### src/rtl/core/i2cts_pkg.sv
package i2cts_pkg;

	localparam int unsigned TX_DEPTH_DEF = 16;
	localparam logic [15:0] TIMEOUT_RESET = 16'd10;

	typedef enum logic [2:0] {
		OP_START       = 3'd0,
		OP_MASTER_EVT  = 3'd1,
		OP_SLAVE_BYTE  = 3'd2,
		OP_TICK        = 3'd3,
		OP_CLOSE       = 3'd4,
		OP_CLEAR_ERR   = 3'd5,
		OP_LOAD_TX     = 3'd6,
		OP_BUS_ERR     = 3'd7
	} opcode_t;

	typedef enum logic [2:0] {
		PH_IDLE    = 3'd0,
		PH_CMD     = 3'd1,
		PH_DATA    = 3'd2,
		PH_RX      = 3'd3,
		PH_UNREACH = 3'd4,
		PH_ERROR   = 3'd5
	} phase_t;

	localparam logic [1:0] BUS_NONE    = 2'd0;
	localparam logic [1:0] BUS_RESTART = 2'd1;
	localparam logic [1:0] BUS_READ    = 2'd2;
	localparam logic [1:0] BUS_STOP    = 2'd3;

	localparam logic [1:0] ACK_KEEP = 2'd0;
	localparam logic [1:0] ACK_ACK  = 2'd1;
	localparam logic [1:0] ACK_NACK = 2'd2;

	localparam logic [1:0] BYTE_NONE = 2'd0;
	localparam logic [1:0] BYTE_TX   = 2'd1;
	localparam logic [1:0] BYTE_RX   = 2'd2;

	typedef struct packed {
		opcode_t     opcode;
		logic [6:0]  target_address;
		logic [7:0]  command_byte;
		logic [4:0]  tx_count;
		logic [7:0]  rx_count;
		logic [7:0]  requested_number;
		logic        bus_idle;
		logic        nack_received;
		logic [7:0]  data_byte;
		logic [3:0]  tx_index;
	} item_t;

	typedef struct packed {
		logic [7:0] accepted_number;
		logic [1:0] bus_command;
		logic       address_valid;
		logic [7:0] address_byte;
		logic [1:0] byte_action;
		logic [7:0] byte_value;
		logic [7:0] byte_index;
		logic [1:0] ack_action;
		logic       clear_master_flag;
		phase_t     status;
		logic [7:0] current_number;
	} result_t;

endpackage

### src/rtl/core/i2c_transaction_sequencer.sv
// i2c write-then-read transaction sequencer, driven by events from a byte-level bus engine
//
// request channel (in_valid/in_ready): one request per opcode - start, master-bus event,
// slave-bus byte, ms tick, close, clear error, load tx byte, bus error. fields are sampled
// into an input register when in_valid and in_ready are both high.
// result channel (out_valid/out_ready): exactly one result per request, in order, telling
// the bus engine what to send or issue next and reporting status and transaction number.
// cfg_wr_en/cfg_wr_data write timeout_ms; the user must write only while no request is in flight (unenforced).
//
// a request is taken into the input register when accepted and its result into the result
// register when it advances, which a full result register with out_ready low can delay.
// throughput: one request per cycle while out_ready is high; each state update is
// combinational, and the transmit buffer read is prefetched at the next request's position.
// when out_ready is low the result register holds and one more request may wait in the
// input register; in_ready drops only when both are full.
// reset clears state to idle, numbers to zero and timeout_ms to 10. the transmit buffer
// is not cleared; its entries are defined only once loaded.
module i2c_transaction_sequencer
	import i2cts_pkg::*;
#(
	parameter int unsigned TX_DEPTH = TX_DEPTH_DEF
) (
	input  logic        clk,
	input  logic        arst_n,
	input  logic        cfg_wr_en,
	input  logic [15:0] cfg_wr_data,
	input  logic        in_valid,
	output logic        in_ready,
	input  logic [2:0]  opcode,
	input  logic [6:0]  target_address,
	input  logic [7:0]  command_byte,
	input  logic [4:0]  tx_count,
	input  logic [7:0]  rx_count,
	input  logic [7:0]  requested_number,
	input  logic        bus_idle,
	input  logic        nack_received,
	input  logic [7:0]  data_byte,
	input  logic [3:0]  tx_index,
	output logic        out_valid,
	input  logic        out_ready,
	output logic [7:0]  accepted_number,
	output logic [1:0]  bus_command,
	output logic        address_valid,
	output logic [7:0]  address_byte,
	output logic [1:0]  byte_action,
	output logic [7:0]  byte_value,
	output logic [7:0]  byte_index,
	output logic [1:0]  ack_action,
	output logic        clear_master_flag,
	output logic [2:0]  status,
	output logic [7:0]  current_number
);

	localparam int unsigned AW = (TX_DEPTH > 1) ? $clog2(TX_DEPTH) : 1;
	localparam logic [8:0] DEPTH9 = 9'(TX_DEPTH);

	// pipeline
	item_t   item_s1;
	logic    valid_s1;
	result_t res_q;
	logic    out_valid_q;
	logic    advance;

	// state
	logic [15:0] timeout_q;
	phase_t      phase_q, phase_d;
	logic [7:0]  position_q, position_d;
	logic [4:0]  send_count_q, send_count_d;
	logic [7:0]  receive_count_q, receive_count_d;
	logic [6:0]  address_q, address_d;
	logic [7:0]  command_q, command_d;
	logic [7:0]  active_q, active_d;
	logic [7:0]  last_q, last_d;
	logic [15:0] quiet_q, quiet_d;

	// transmit buffer
	logic [7:0]    send_buffer [TX_DEPTH];
	logic [7:0]    rd_q;
	logic [7:0]    pos_next;
	logic          mem_we;
	logic [8:0]    tidx_ext;
	logic [AW-1:0] waddr;

	// decode helpers
	phase_t      start_phase;
	logic        start_ok;
	logic [7:0]  alloc_number;
	logic        tx_more;
	logic        rx_more;
	logic [15:0] quiet_inc;
	logic        timeout_hit;
	logic [8:0]  txc_ext;
	result_t     res_d;

	assign advance  = valid_s1 && (!out_valid_q || out_ready);
	assign in_ready = !valid_s1 || advance;

	always_ff @(posedge clk or negedge arst_n) begin
		if (!arst_n) begin
			valid_s1 <= 1'b0;
		end else if (in_ready) begin
			valid_s1 <= in_valid;
		end
	end

	always_ff @(posedge clk) begin
		if (in_valid && in_ready) begin
			item_s1.opcode           <= opcode_t'(opcode);
			item_s1.target_address   <= target_address;
			item_s1.command_byte     <= command_byte;
			item_s1.tx_count         <= tx_count;
			item_s1.rx_count         <= rx_count;
			item_s1.requested_number <= requested_number;
			item_s1.bus_idle         <= bus_idle;
			item_s1.nack_received    <= nack_received;
			item_s1.data_byte        <= data_byte;
			item_s1.tx_index         <= tx_index;
		end
	end

	always_comb begin
		start_phase  = (item_s1.bus_idle || phase_q == PH_UNREACH) ? PH_IDLE : phase_q;
		start_ok     = (start_phase == PH_IDLE);
		alloc_number = (last_q == 8'hFF) ? 8'd1 : last_q + 8'd1;
		tx_more      = ({1'b0, position_q} < {4'b0, send_count_q}) &&
		               ({1'b0, position_q} < DEPTH9);
		rx_more      = ({1'b0, position_q} + 9'd1) < {1'b0, receive_count_q};
		quiet_inc    = quiet_q + 16'd1;
		timeout_hit  = (quiet_inc >= timeout_q);
		txc_ext      = {4'b0, item_s1.tx_count};
		tidx_ext     = {5'b0, item_s1.tx_index};
	end

	// next state
	always_comb begin
		phase_d         = phase_q;
		position_d      = position_q;
		send_count_d    = send_count_q;
		receive_count_d = receive_count_q;
		address_d       = address_q;
		command_d       = command_q;
		active_d        = active_q;
		last_d          = last_q;
		quiet_d         = quiet_q;
		unique case (item_s1.opcode)
			OP_START: begin
				phase_d = start_phase;
				if (start_ok) begin
					command_d       = item_s1.command_byte;
					send_count_d    = (txc_ext > DEPTH9) ? DEPTH9[4:0] : item_s1.tx_count;
					receive_count_d = item_s1.rx_count;
					address_d       = item_s1.target_address;
					if (item_s1.requested_number != 8'd0) begin
						active_d = item_s1.requested_number;
					end else begin
						active_d = alloc_number;
						last_d   = alloc_number;
					end
					phase_d = PH_CMD;
				end
			end
			OP_MASTER_EVT: begin
				quiet_d = '0;
				if (item_s1.nack_received) begin
					phase_d = (phase_q == PH_CMD) ? PH_UNREACH : PH_ERROR;
				end else if (phase_q == PH_CMD) begin
					position_d = '0;
					phase_d    = PH_DATA;
				end else if (phase_q == PH_DATA) begin
					if (tx_more) begin
						position_d = position_q + 8'd1;
					end else if (receive_count_q != 8'd0) begin
						phase_d    = PH_RX;
						position_d = '0;
					end else begin
						phase_d = PH_IDLE;
					end
				end
			end
			OP_SLAVE_BYTE: begin
				quiet_d = '0;
				if (phase_q == PH_RX) begin
					if (rx_more) begin
						position_d = position_q + 8'd1;
					end else begin
						phase_d = PH_IDLE;
					end
				end
			end
			OP_TICK: begin
				quiet_d = quiet_inc;
				if (timeout_hit) begin
					quiet_d = '0;
					if (phase_q != PH_IDLE) begin
						phase_d = PH_ERROR;
					end
				end
			end
			OP_CLOSE: begin
				if (active_q == item_s1.requested_number) begin
					active_d = '0;
					phase_d  = PH_IDLE;
				end
			end
			OP_CLEAR_ERR: begin
				if (phase_q == PH_ERROR) begin
					phase_d = PH_IDLE;
				end
			end
			OP_LOAD_TX: begin
			end
			OP_BUS_ERR: begin
				phase_d = PH_IDLE;
				quiet_d = '0;
			end
		endcase
	end

	// result fields
	always_comb begin
		res_d                = '0;
		res_d.status         = phase_d;
		res_d.current_number = active_d;
		unique case (item_s1.opcode)
			OP_START: begin
				if (start_ok) begin
					res_d.accepted_number = active_d;
					res_d.ack_action      = ACK_NACK;
					res_d.address_valid   = 1'b1;
					res_d.address_byte    = {item_s1.target_address, 1'b0};
				end
			end
			OP_MASTER_EVT: begin
				if (item_s1.nack_received) begin
					res_d.clear_master_flag = 1'b1;
					res_d.bus_command       = BUS_STOP;
				end else if (phase_q == PH_CMD) begin
					res_d.byte_action = BYTE_TX;
					res_d.byte_value  = command_q;
				end else if (phase_q == PH_DATA) begin
					if (tx_more) begin
						res_d.byte_action = BYTE_TX;
						res_d.byte_value  = rd_q;
					end else if (receive_count_q != 8'd0) begin
						res_d.bus_command   = BUS_RESTART;
						res_d.address_valid = 1'b1;
						res_d.address_byte  = {address_q, 1'b1};
					end else begin
						res_d.bus_command = BUS_STOP;
					end
				end else if (phase_q == PH_IDLE) begin
					res_d.clear_master_flag = 1'b1;
				end
			end
			OP_SLAVE_BYTE: begin
				if (phase_q == PH_RX) begin
					res_d.byte_action = BYTE_RX;
					res_d.byte_value  = item_s1.data_byte;
					res_d.byte_index  = position_q;
					res_d.ack_action  = rx_more ? ACK_ACK : ACK_NACK;
					res_d.bus_command = rx_more ? BUS_READ : BUS_STOP;
				end else if (phase_q == PH_IDLE) begin
					res_d.ack_action  = ACK_NACK;
					res_d.bus_command = BUS_STOP;
				end
			end
			OP_TICK, OP_CLOSE, OP_CLEAR_ERR, OP_LOAD_TX, OP_BUS_ERR: begin
			end
		endcase
	end

	always_ff @(posedge clk or negedge arst_n) begin
		if (!arst_n) begin
			timeout_q       <= TIMEOUT_RESET;
			phase_q         <= PH_IDLE;
			position_q      <= '0;
			send_count_q    <= '0;
			receive_count_q <= '0;
			address_q       <= '0;
			command_q       <= '0;
			active_q        <= '0;
			last_q          <= '0;
			quiet_q         <= '0;
			out_valid_q     <= 1'b0;
		end else begin
			if (cfg_wr_en) begin
				timeout_q <= cfg_wr_data;
			end
			if (advance) begin
				phase_q         <= phase_d;
				position_q      <= position_d;
				send_count_q    <= send_count_d;
				receive_count_q <= receive_count_d;
				address_q       <= address_d;
				command_q       <= command_d;
				active_q        <= active_d;
				last_q          <= last_d;
				quiet_q         <= quiet_d;
				out_valid_q     <= 1'b1;
			end else if (out_ready) begin
				out_valid_q <= 1'b0;
			end
		end
	end

	always_ff @(posedge clk) begin
		if (advance) begin
			res_q <= res_d;
		end
	end

	// buffer read is prefetched at the position the next request will see
	assign pos_next = advance ? position_d : position_q;
	assign mem_we   = advance && (item_s1.opcode == OP_LOAD_TX) && (tidx_ext < DEPTH9);
	assign waddr    = tidx_ext[AW-1:0];

	always_ff @(posedge clk) begin
		if (mem_we) begin
			send_buffer[waddr] <= item_s1.data_byte;
		end
		if (mem_we && waddr == pos_next[AW-1:0]) begin
			rd_q <= item_s1.data_byte;
		end else begin
			rd_q <= send_buffer[pos_next[AW-1:0]];
		end
	end

	assign out_valid         = out_valid_q;
	assign accepted_number   = res_q.accepted_number;
	assign bus_command       = res_q.bus_command;
	assign address_valid     = res_q.address_valid;
	assign address_byte      = res_q.address_byte;
	assign byte_action       = res_q.byte_action;
	assign byte_value        = res_q.byte_value;
	assign byte_index        = res_q.byte_index;
	assign ack_action        = res_q.ack_action;
	assign clear_master_flag = res_q.clear_master_flag;
	assign status            = res_q.status;
	assign current_number    = res_q.current_number;

`ifndef SYNTHESIS
	a_grant_sends_address: assert property (@(posedge clk) disable iff (!arst_n)
		(out_valid && accepted_number != 8'd0) |->
		(address_valid && ack_action == ACK_NACK && current_number == accepted_number))
		else $error("granted start without address byte");

	a_read_bit_with_restart: assert property (@(posedge clk) disable iff (!arst_n)
		(out_valid && address_valid) |-> (address_byte[0] == (bus_command == BUS_RESTART)))
		else $error("read bit does not match repeated start");

	a_rx_byte_status: assert property (@(posedge clk) disable iff (!arst_n)
		(out_valid && byte_action == BYTE_RX) |->
		(status == PH_RX || status == PH_IDLE))
		else $error("received byte outside receive phase");

	a_stall_only_when_full: assert property (@(posedge clk) disable iff (!arst_n)
		!in_ready |-> (valid_s1 && out_valid_q && !out_ready))
		else $error("request stalled with room in pipeline");

	a_advance_fills_result: assert property (@(posedge clk) disable iff (!arst_n)
		advance |=> out_valid)
		else $error("result lost after advance");
`endif

endmodule

### config.mk
export PLATFORM = sky130hd
export DESIGN_NAME = i2c_transaction_sequencer
export DESIGN_NICKNAME = d
export VERILOG_FILES = /design/src/rtl/core/i2cts_pkg.sv /design/src/rtl/core/i2c_transaction_sequencer.sv
export SDC_FILE = /design/constraint.sdc
export NUM_CORES = 1
export LEC_CHECK = 0
export ABC_AREA = 1
export BUFFER_PORTS_ARGS = -buffer_cell sky130_fd_sc_hd__buf_4
export CAP_MARGIN = 15
export CORE_ASPECT_RATIO = 2
export CORE_MARGIN = 1
export CORE_UTILIZATION = 30
export CTS_BUF_LIST = sky130_fd_sc_hd__clkbuf_4 sky130_fd_sc_hd__clkbuf_8
export CTS_CLUSTER_DIAMETER = 200
export DETAILED_ROUTE_END_ITERATION = 10
export PLACE_DENSITY_LB_ADDON = 0.08
export SYNTH_ARGS = -nofsm -noshare
export SYNTH_HDL_FRONTEND = slang
export SYNTH_SLANG_ARGS = --single-unit
### constraint.sdc
create_clock -name clk -period 5.7 [get_ports clk]
set_input_delay 0.285 -clock clk [delete_from_list [all_inputs] [get_ports clk]]
set_output_delay 0.285 -clock clk [all_outputs]
set_load 0.005 [all_outputs]
==> results.yml <==
status:
  status: "finished clean"
yosys:
  ys_ff_latch: 325
  ys_warn_count: 0
  ys_types: 55
  syn-mean-instance-area_um2: 10.7
  synth_nets: 1448
  synth_area_leaders: "edfxtp_1 (48%), dfrtp_1 (15%), nand2_1 (7.0%), inv_1 (4.6%), o21ai_0 (4.5%)"
  yosysMostFrequentCell: "nand2_1"
  ys.flop_type: "edfxtp_1"
  synth_commonest_cells: "nand2_1 (270), edfxtp_1 (232), inv_1 (175), o21ai_0 (129), dfrtp_1 (87)"
  synthArstFlopShare_pct: 27.4
  synth_top_area_share_pct: 48.4
  syn_inst: 1344
  syn-cell-area_um2: 14400
  yosys.area.top_type: "edfxtp_1"
  yosysSeqAreaShare_pct: 64.4
  synth_edf_count: 232
clock_network:
  worstSkewPairLatency_ns: 0.63
  clk_pin_slew_worst_paths_ns: 0.07
  cts_tree: "yes"
  root_buffer: "clkbuf_8"
  cts_buffer_depth: 3
  cts-resized-gates: 0
  cts_buffers: 49
  postCtsSetupBuffers: 0
  htreeDepth: 2
  cts.sinks: 325
sta:
  slew_violations: 0
  rsz0062_at_grt: "no"
  period_share_pct: 62.2
  tightest_slew_ns: 1.11
  finalSetupTns_ns: 0
  max_slew_margin_pct: 25.9
  max_freq_mhz: 282
  finalCriticalPeriod_ns: 3.55
  clock_skew_ns: 0.0364
  final_hold_viol_count: 0
  setup_viol_count_final: 0
floorplanning:
  die_x_um: 157
  floorplan.die_area_um2: 48900
  fp-row-count: 113
  ios: 127
  initial_core_util_pct: 30.4
  die_h_um: 312
  core-area_um2: 47400
pwr:
  p_int_mw: 4.26
  switching_share_pct: 27.7
  pwr-share-clk_pct: 34.8
  power-per-cell-area_nw_per_um2: 331
  p_leak_nw: 7.51
  comb_power_share_pct: 14.9
  power_switching_mw: 1.63
  seq_power_share_pct: 50.3
  vdd_drop_max_uv: 183
placed_design:
  finalWeightedCongestion: 0.816
  dp_hpwl_um: 29400
  portBuffers: 126
  dp.cells: 2070
finish:
  instances_no_fill: 2237
  drive_above_1_share_pct: 17.2
  multi_input_area_um2: 4220
  fin_nets: 1667
  area_growth_pct: 23.7
  seq_area_um2: 9280
  utilization_pct: 37.6
  nFillCells: 4756
critical_path:
  crit_type: "reg -> reg"
  start_kind: "flop"
  cp-end-kind: "flop"
  path_max_fanout: 13
  required_ns: 6.22
  critPathArrivalTime_ns: 4.06
routing:
  vias: 10132
  wl_per_cell_um: 18.2
  via_per_inst: 4.53
  drt_iter0_drc: 540
  drtAntennaViolNets: 0
  drc_errors: 0
  drt_first_pass_iters: 5
  drt_wl_total_um: 40600
global_route:
  first_global_vias: 10575
  grt_use_total_pct: 17.2
  grt_remaining_overflow: 0
  grt_max_degree: 63
  grt_pass1_wl_um: 61900
  antenna_found_initial: 2
worst_hold_path:
  hp-class: "in -> reg"
run:
  drv_cap: 0
[critical path, cell delays in order, from the launching register on]
cell	delay [ns]
dfrtp_1	0.43
ha_1	0.22
nand2_1	0.08
nor2_2	0.15
nand4_1	0.13
nor2_1	0.24
nand4_1	0.15
nor2_1	0.20
xor2_1	0.22
ha_1	0.26
nand2_1	0.10
o21ai_0	0.10
a21oi_1	0.22
nand3_1	0.12
nor2_1	0.26
inv_1	0.31
o21ai_0	0.26
[registers in the layout (all words and copies together) (netlist names), 2 cells and up, named ones only]
signal / count
last_q: 8
receive_count_q: 8
phase_q: 3
waddr: 4
current_number: 8
item_s1: 49
send_buffer: 128
send_count_q: 5
address_byte: 8
bus_command: 2
position_q: 8
address_q: 7
status: 3
quiet_q: 16
timeout_q: 16
command_q: 8
byte_index: 8
active_q: 8
accepted_number: 8
byte_value: 8
ack_action: 2
byte_action: 2
[timing repair]
item / CTS / global route
hold buffers: 74 / 0
setup endpoints to repair: 0 / 0
endpoints found under the hold margin: 106 / 0
[path summary, 6_finish.rpt]
kind | to | start | slack (ns) | depth (start not counted)
min in group asynchronous | active_q[6] | arst_n | 0.17 | 2
max in group asynchronous | receive_count_q[4] | arst_n | 4.30 | 3
min | timeout_q[3] | cfg_wr_en | 0.06 | 3
max | quiet_q[12] | quiet_q[0] | 2.15 | 16
max reg2reg | quiet_q[12] | quiet_q[0] | 2.15 | 16
min reg2reg | receive_count_q[1] | item_s1[23] | 0.46 | 2
[cells in the final DEF (no fill, tap or decap), types with 3 or more instances in the layout]
cell type and instances:
dfrtp_1 87, nor3_1 7, nand2_2 3, nand4_1 16, nand2_1 270, ha_1 30
nand3_2 3, nor2_1 82, dlygate4sd3_1 74, o211ai_1 9, clkinv_1 7, mux2i_1 18
clkbuf_8 60, clkinv_2 6, dfxtp_1 3, xor2_1 17, nand3_1 59, o21ai_0 129
nor4_1 3, or2_2 3, o21bai_1 4, buf_4 134, o21ai_1 10, nor2_2 6
a21oi_1 59, mux2_2 12, inv_2 11, inv_1 173, clkbuf_4 19, o22ai_1 18
edfxtp_1 232, nor2_4 5
[power by group through the flow]
stage                     registers [mW]  clock network (mW)  logic (mW)
after floorplan                     2.95                   0       0.525
after global routing                2.99                2.22        1.01
after detailed placement            3.01                   0       0.857
after global placement              3.01                   0       0.851
after CTS                           2.97                2.13       0.903
final                               2.96                2.05       0.880
[cell type report]
cell class / count / area share (%)
multi-input cells: 791 / 23.7
repair buffers: 208 / 9.81
clock buffers: 79 / 5.44
well taps: 632 / 4.44
clock inverters: 12 / 0.457
flip-flops and latches: 325 / 52.1
diodes: 2 / 0.0281
inverters: 188 / 3.99
[stage by stage]
step	total power [mW]	setup WS (ns)	hold slack (ns)	area, µm²
after floorplan	3.48	2.81	-0.0106	14400
after global placement	3.86	2.25	0.286	16000
final	5.89	2.15	0.0640	17800
after global routing	6.22	1.87	0.0640	17800
after detailed placement	3.87	2.13	0.291	16000
after CTS	6.00	2.11	0.00670	17800
[layer usage]
layer / GRT usage (%) / vias up / part of all wire (%)
met4: 8.02 / 0 / 4.2
met1: 17.0 / 4843 / 35
met5: 0 / - / 0
met3: 2.36 / 73 / 3.4
met2: 33.9 / 222 / 58
li1: - / 4994 / -
[cell families (layout without fill, tap and decap cells)]
logic type      Yosys count  count (layout)  synth area share (%)
compound gates          246             246                  9.38
mux                      32              32                  2.35
other cells               0               2                     0
simple gates            465             465                  13.9
flops                   325             325                  64.4
xor+xnor                 18              18                  1.09
buf+inv                 228             487                  6.24
fa+ha+maj                30              30                  2.61
No activity file was read; power rests on OpenSTA's default activity.
